**src/sv/stpi_pkg.sv**
```systemverilog
// ----------------------------------------------------------------------------
// stpi_pkg: shared definitions for the sorted table with prime index
// Action and status codes, the cell command type and the shared value width.
// ----------------------------------------------------------------------------
package stpi_pkg;

   localparam int unsigned VALUE_W = 32;

   // Action codes carried on the request word.
   localparam logic [2:0] ACT_ADD        = 3'd0;
   localparam logic [2:0] ACT_REMOVE     = 3'd1;
   localparam logic [2:0] ACT_READ_ASC   = 3'd2;
   localparam logic [2:0] ACT_READ_SIDE  = 3'd3;
   localparam logic [2:0] ACT_READ_PRIME = 3'd4;

   // Status codes carried on the response word.
   localparam logic [1:0] ST_OK        = 2'd0;
   localparam logic [1:0] ST_NOT_FOUND = 2'd1;
   localparam logic [1:0] ST_RANGE     = 2'd2;
   localparam logic [1:0] ST_FULL      = 2'd3;

   // Operation broadcast to every cell of a chain.
   typedef enum logic [1:0] {
      CELL_HOLD   = 2'd0,
      CELL_INSERT = 2'd1,
      CELL_DELETE = 2'd2
   } cell_op_type;

   typedef struct packed {
      cell_op_type        op;
      logic [VALUE_W-1:0] value;
   } cell_cmd_type;

endpackage

```
**src/sv/stpi_prime.sv**
```systemverilog
// ----------------------------------------------------------------------------
// stpi_prime: trial-division primality unit
// Tests odd divisors from three upwards until the divisor squared passes the
// value; each divisor works through the dividend eight remainder bits at a time.
// ----------------------------------------------------------------------------
module stpi_prime (
   input  logic                          clock,
   input  logic                          reset,
   input  logic                          start,
   input  logic [stpi_pkg::VALUE_W-1:0]  value,
   output logic                          done,
   output logic                          is_prime
);

   logic        busy_ff, busy_in;
   logic        done_ff, done_in;
   logic        prime_ff, prime_in;
   logic [31:0] n_ff, n_in;
   logic [15:0] d_ff, d_in;
   logic [32:0] dsq_ff, dsq_in;
   logic [15:0] rem_ff, rem_in;
   logic [1:0]  phase_ff, phase_in;
   logic [7:0]  chunk;
   logic [15:0] rem_step;

   assign done     = done_ff;
   assign is_prime = prime_ff;

   // Select the next eight dividend bits, most significant first.
   always_comb begin
      unique case (phase_ff)
         2'd0:    chunk = n_ff[31:24];
         2'd1:    chunk = n_ff[23:16];
         2'd2:    chunk = n_ff[15:8];
         default: chunk = n_ff[7:0];
      endcase
   end

   // Eight restoring remainder steps; the remainder stays below the divisor.
   always_comb begin
      logic [16:0] r;
      r = {1'b0, rem_ff};
      for (int k = 7; k >= 0; k--) begin
         r = {r[15:0], chunk[k]};
         if (r >= {1'b0, d_ff}) begin
            r = r - {1'b0, d_ff};
         end
      end
      rem_step = r[15:0];
   end

   // Sequencer of the divisor loop.
   always_comb begin
      busy_in  = busy_ff;
      done_in  = 1'b0;
      prime_in = prime_ff;
      n_in     = n_ff;
      d_in     = d_ff;
      dsq_in   = dsq_ff;
      rem_in   = rem_ff;
      phase_in = phase_ff;
      if (start) begin
         n_in = value;
         priority if (value[31] || value < 32'd2) begin
            done_in  = 1'b1;
            prime_in = 1'b0;
         end else if (value == 32'd2) begin
            done_in  = 1'b1;
            prime_in = 1'b1;
         end else if (!value[0]) begin
            done_in  = 1'b1;
            prime_in = 1'b0;
         end else begin
            busy_in  = 1'b1;
            d_in     = 16'd3;
            dsq_in   = 33'd9;
            rem_in   = '0;
            phase_in = '0;
         end
      end else if (busy_ff) begin
         if (phase_ff == 2'd0 && dsq_ff > {1'b0, n_ff}) begin
            busy_in  = 1'b0;
            done_in  = 1'b1;
            prime_in = 1'b1;
         end else begin
            rem_in   = rem_step;
            phase_in = phase_ff + 2'd1;
            if (phase_ff == 2'd3) begin
               if (rem_step == '0) begin
                  busy_in  = 1'b0;
                  done_in  = 1'b1;
                  prime_in = 1'b0;
               end else begin
                  // (d+2)^2 = d^2 + 4d + 4
                  d_in   = d_ff + 16'd2;
                  dsq_in = dsq_ff + {15'd0, d_ff, 2'b00} + 33'd4;
                  rem_in = '0;
               end
            end
         end
      end
   end

   always_ff @(posedge clock) begin
      if (reset) begin
         busy_ff <= 1'b0;
         done_ff <= 1'b0;
      end else begin
         busy_ff <= busy_in;
         done_ff <= done_in;
      end
      prime_ff <= prime_in;
      n_ff     <= n_in;
      d_ff     <= d_in;
      dsq_ff   <= dsq_in;
      rem_ff   <= rem_in;
      phase_ff <= phase_in;
   end

endmodule

```
**config.mk**
```make
export PLATFORM = sky130hd
export DESIGN_NAME = stpi_prime
export DESIGN_NICKNAME = d
export VERILOG_FILES = /design/src/sv/stpi_pkg.sv /design/src/sv/stpi_prime.sv
export SDC_FILE = /design/constraint.sdc
export NUM_CORES = 1
export LEC_CHECK = 0
export ABC_AREA = 1
export BUFFER_PORTS_ARGS = -buffer_cell sky130_fd_sc_hd__buf_2
export CAP_MARGIN = 10
export CORE_UTILIZATION = 45
export DETAILED_ROUTE_END_ITERATION = 10
export GPL_ROUTABILITY_DRIVEN = 0
export PLACE_DENSITY = 0.69
export RECOVER_POWER = 100
export SYNTH_ARGS = -nofsm -noshare
export SYNTH_HDL_FRONTEND = slang
export SYNTH_SLANG_ARGS = --single-unit
```
**constraint.sdc**
```tcl
create_clock -name clock -period 23.4 [get_ports clock]
set_input_delay 2.34 -clock clock [delete_from_list [all_inputs] [get_ports clock]]
set_output_delay 2.34 -clock clock [all_outputs]
set_load 0.01 [all_outputs]
```
==> results.yml <==
clocking:
  numCtsBuffers: 9
  clk_pin_slew_ns: 0.07
  post-cts-setup-buffers: 0
  cts_sinks: 98
  clk_latency_ns: 0.35
  cts_htree_levels: 3
  cts-root-buf: "clkbuf_16"
  postCtsHoldBufs: 0
  cts-resized-gates: 0
  cts_max_path_buffers: 2
  cts_tree: "yes"
logic_synthesis:
  synthCells: 1900
  synth-edff-count: 96
  avgSynthCellArea_sq_um: 6.99
  synth_cell_type_count: 51
  async_reset_ff_frac: 0
  postSynthRegisterBits: 98
  ys.warnings.count: 0
  ys_seq_area_frac: 0.220
  ys.flop_type: "edfxtp_1"
  synthesis.nets: 2136
  syn_area_sq_um: 13300
routing:
  post_drt_wl_per_cell_um: 16.4
  ant_nets: 0
  wl_um: 37900
  vias: 12800
  initialDrtViolationCount: 960
  dr.pass1.iters: 7
  viasPerCell: 5.52
  remaining_drc_errors: 0
die:
  num_rows: 62
  start_util: 0.461
  die-area_sq_um: 30200
  die_y_um: 174
  core-area_sq_um: 28900
  pin_count: 37
  die_w_um: 174
critical_path:
  critPathLaunch: "phase_ff[0]"
  r2r-end: "dsq_ff[10]"
  critPathMaxStageDelay_ns: 0.56
  reg2reg_from: "phase_ff[0]"
  critPathCapture: "dsq_ff[10]"
  critical_path_class: "flip-flop to flip-flop"
  cpMaxStageDelayCell: "nor2_1"
  cp_max_fo: 31
  reg2reg_depth: 124
  start_kind: "flip-flop"
  critPathMostFrequentCell: "nand2_1"
  end_kind: "flip-flop"
  arrival_ns: 21.24
  timing.reg2reg.setup_slack_ns: 2.16
  crit_required_ns: 23.40
global_routing:
  overflow: 0
  grt_pass1_wl_um: 60800
  grt_antenna_before_repair: 0
  grt_usage: 0.251
  grt_max_degree: 75
  grt_pass1_vias: 12100
sta:
  fmax_mhz: 47.1
  worstMarginPinSlew_ns: 3.60
  setup_viol: 0
  hold_violations: 0
  relSlewSlack: -1.40
  setup_ws_ns: 2.16
  drv_slew: 75
  final.setup_skew_ns: 0.00774
  fin_tns_setup_ns: 0
  rsz0062_at_grt: "no"
  timing.final.crit_share: 0.908
  period_minus_slack_ns: 21.24
flow_run:
  maxCapViolations: 1
finish:
  area_growth_pct: 6.72
  drive_gt1_frac: 0.0507
  num_antenna_cells: 0
  final_net_count: 2163
placed_design:
  pre_cts_slack_ns: 2.46
  dp_hpwl_um: 30000
  io_buffers: 36
hold_path:
  hold_path_class: "flip-flop to flip-flop"
  min_path_cells: 2
status:
  violations: "max-capacitance violations, max-slew violations"
  status: "complete, but fails checks"
-- sequential cells by signal, summed over array words and instances (netlist names) --
register  count
phase_ff      2
n_ff         32
busy_ff       1
rem_ff       16
done          1
is_prime      1
dsq_ff       30
d_ff         15
-- cells by family (layout without fill, tap and decap cells) --
kind of cell,count (synthesis),in the layout,synth area share
buf+inv,269,301,0.0811
compound gates,355,355,0.148
fa+ha+maj,201,201,0.194
simple gates,870,870,0.286
xor+xnor,107,107,0.0705
flops,98,98,0.220
-- synthesized netlist by cell type, types with 13 or more instances --
cell type	number	area share
nand2_1	507	0.14
inv_1	223	0.063
ha_1	192	0.18
a21oi_1	167	0.063
nor2_1	133	0.038
o21ai_0	108	0.041
nand3_1	106	0.040
edfxtp_1	96	0.22
xnor2_1	62	0.041
xor2_1	45	0.030
nor3_1	31	0.012
nand4_1	21	0.0099
nand2_2	15	0.0071
o21a_1	15	0.0085
nor4_1	14	0.0066
inv_2	13	0.0037
-- worst max-delay path, delay by kind of cell, from the launching register on --
| family | cells | cell delay (ns) |
|---|---|---|
| AOI/OAI and AO/OA | 32 | 6.45 |
| adders and majority gates | 9 | 2.74 |
| buffers and inverters | 13 | 1.79 |
| DFF | 1 | 0.44 |
| and+or+nand+nor | 70 | 9.43 |
-- cells in the final DEF (no fill, tap or decap), types with 15 or more instances in the layout --
cell type,count
nand2_1,508
inv_1,223
ha_1,192
a21oi_1,166
nor2_1,133
o21ai_0,108
nand3_1,107
edfxtp_1,96
xnor2_1,62
xor2_1,45
nor3_1,31
clkbuf_1,27
nand4_1,21
o21a_1,15
-- metal layers --
layer | vias up | part of all wire | GRT usage
met5 | - | 0 | 0
met4 | 0 | 0.038 | 0.101
met3 | 70 | 0.049 | 0.0213
met2 | 397 | 0.47 | 0.428
met1 | 5858 | 0.45 | 0.327
li1 | 6469 | - | -
-- through the flow --
step | util | cell area (sq um) | hold slack, ns | std cells
CTS | 0.493 | 14200 | 0.543 | 2316
finish | 0.492 | 14200 | 0.542 | 2316
detailed placement | 0.480 | 13900 | 0.532 | 2300
floorplan | - | 13300 | 0.504 | 1900
global placement | 0.480 | 13900 | 0.517 | 2300
global route | 0.492 | 14200 | 0.585 | 2316
-- worst min path at each step --
stage / start / endpoint / slack, ns
6_report: busy_ff / busy_ff / 0.54
5_1_grt: busy_ff / busy_ff / 0.58
4_1_cts: busy_ff / busy_ff / 0.54
3_5_place_dp: busy_ff / busy_ff / 0.53
3_3_place_gp: busy_ff / busy_ff / 0.52
2_1_floorplan: busy_ff / busy_ff / 0.50
-- layout make-up --
| class | count | area, sq um |
|---|---|---|
| clock inverters | 7 | 140 |
| clock buffers | 9 | 225 |
| flip-flops and latches | 98 | 2920 |
| fillers | 2909 | 14700 |
| inverters | 238 | 895 |
| multi-input cells | 1533 | 9290 |
| repair buffers | 47 | 226 |
| well taps | 384 | 480 |
Power is left out: the tool's default activity adds up to more than one toggle a clock period on the data nets, which glitch-free logic cannot reach.
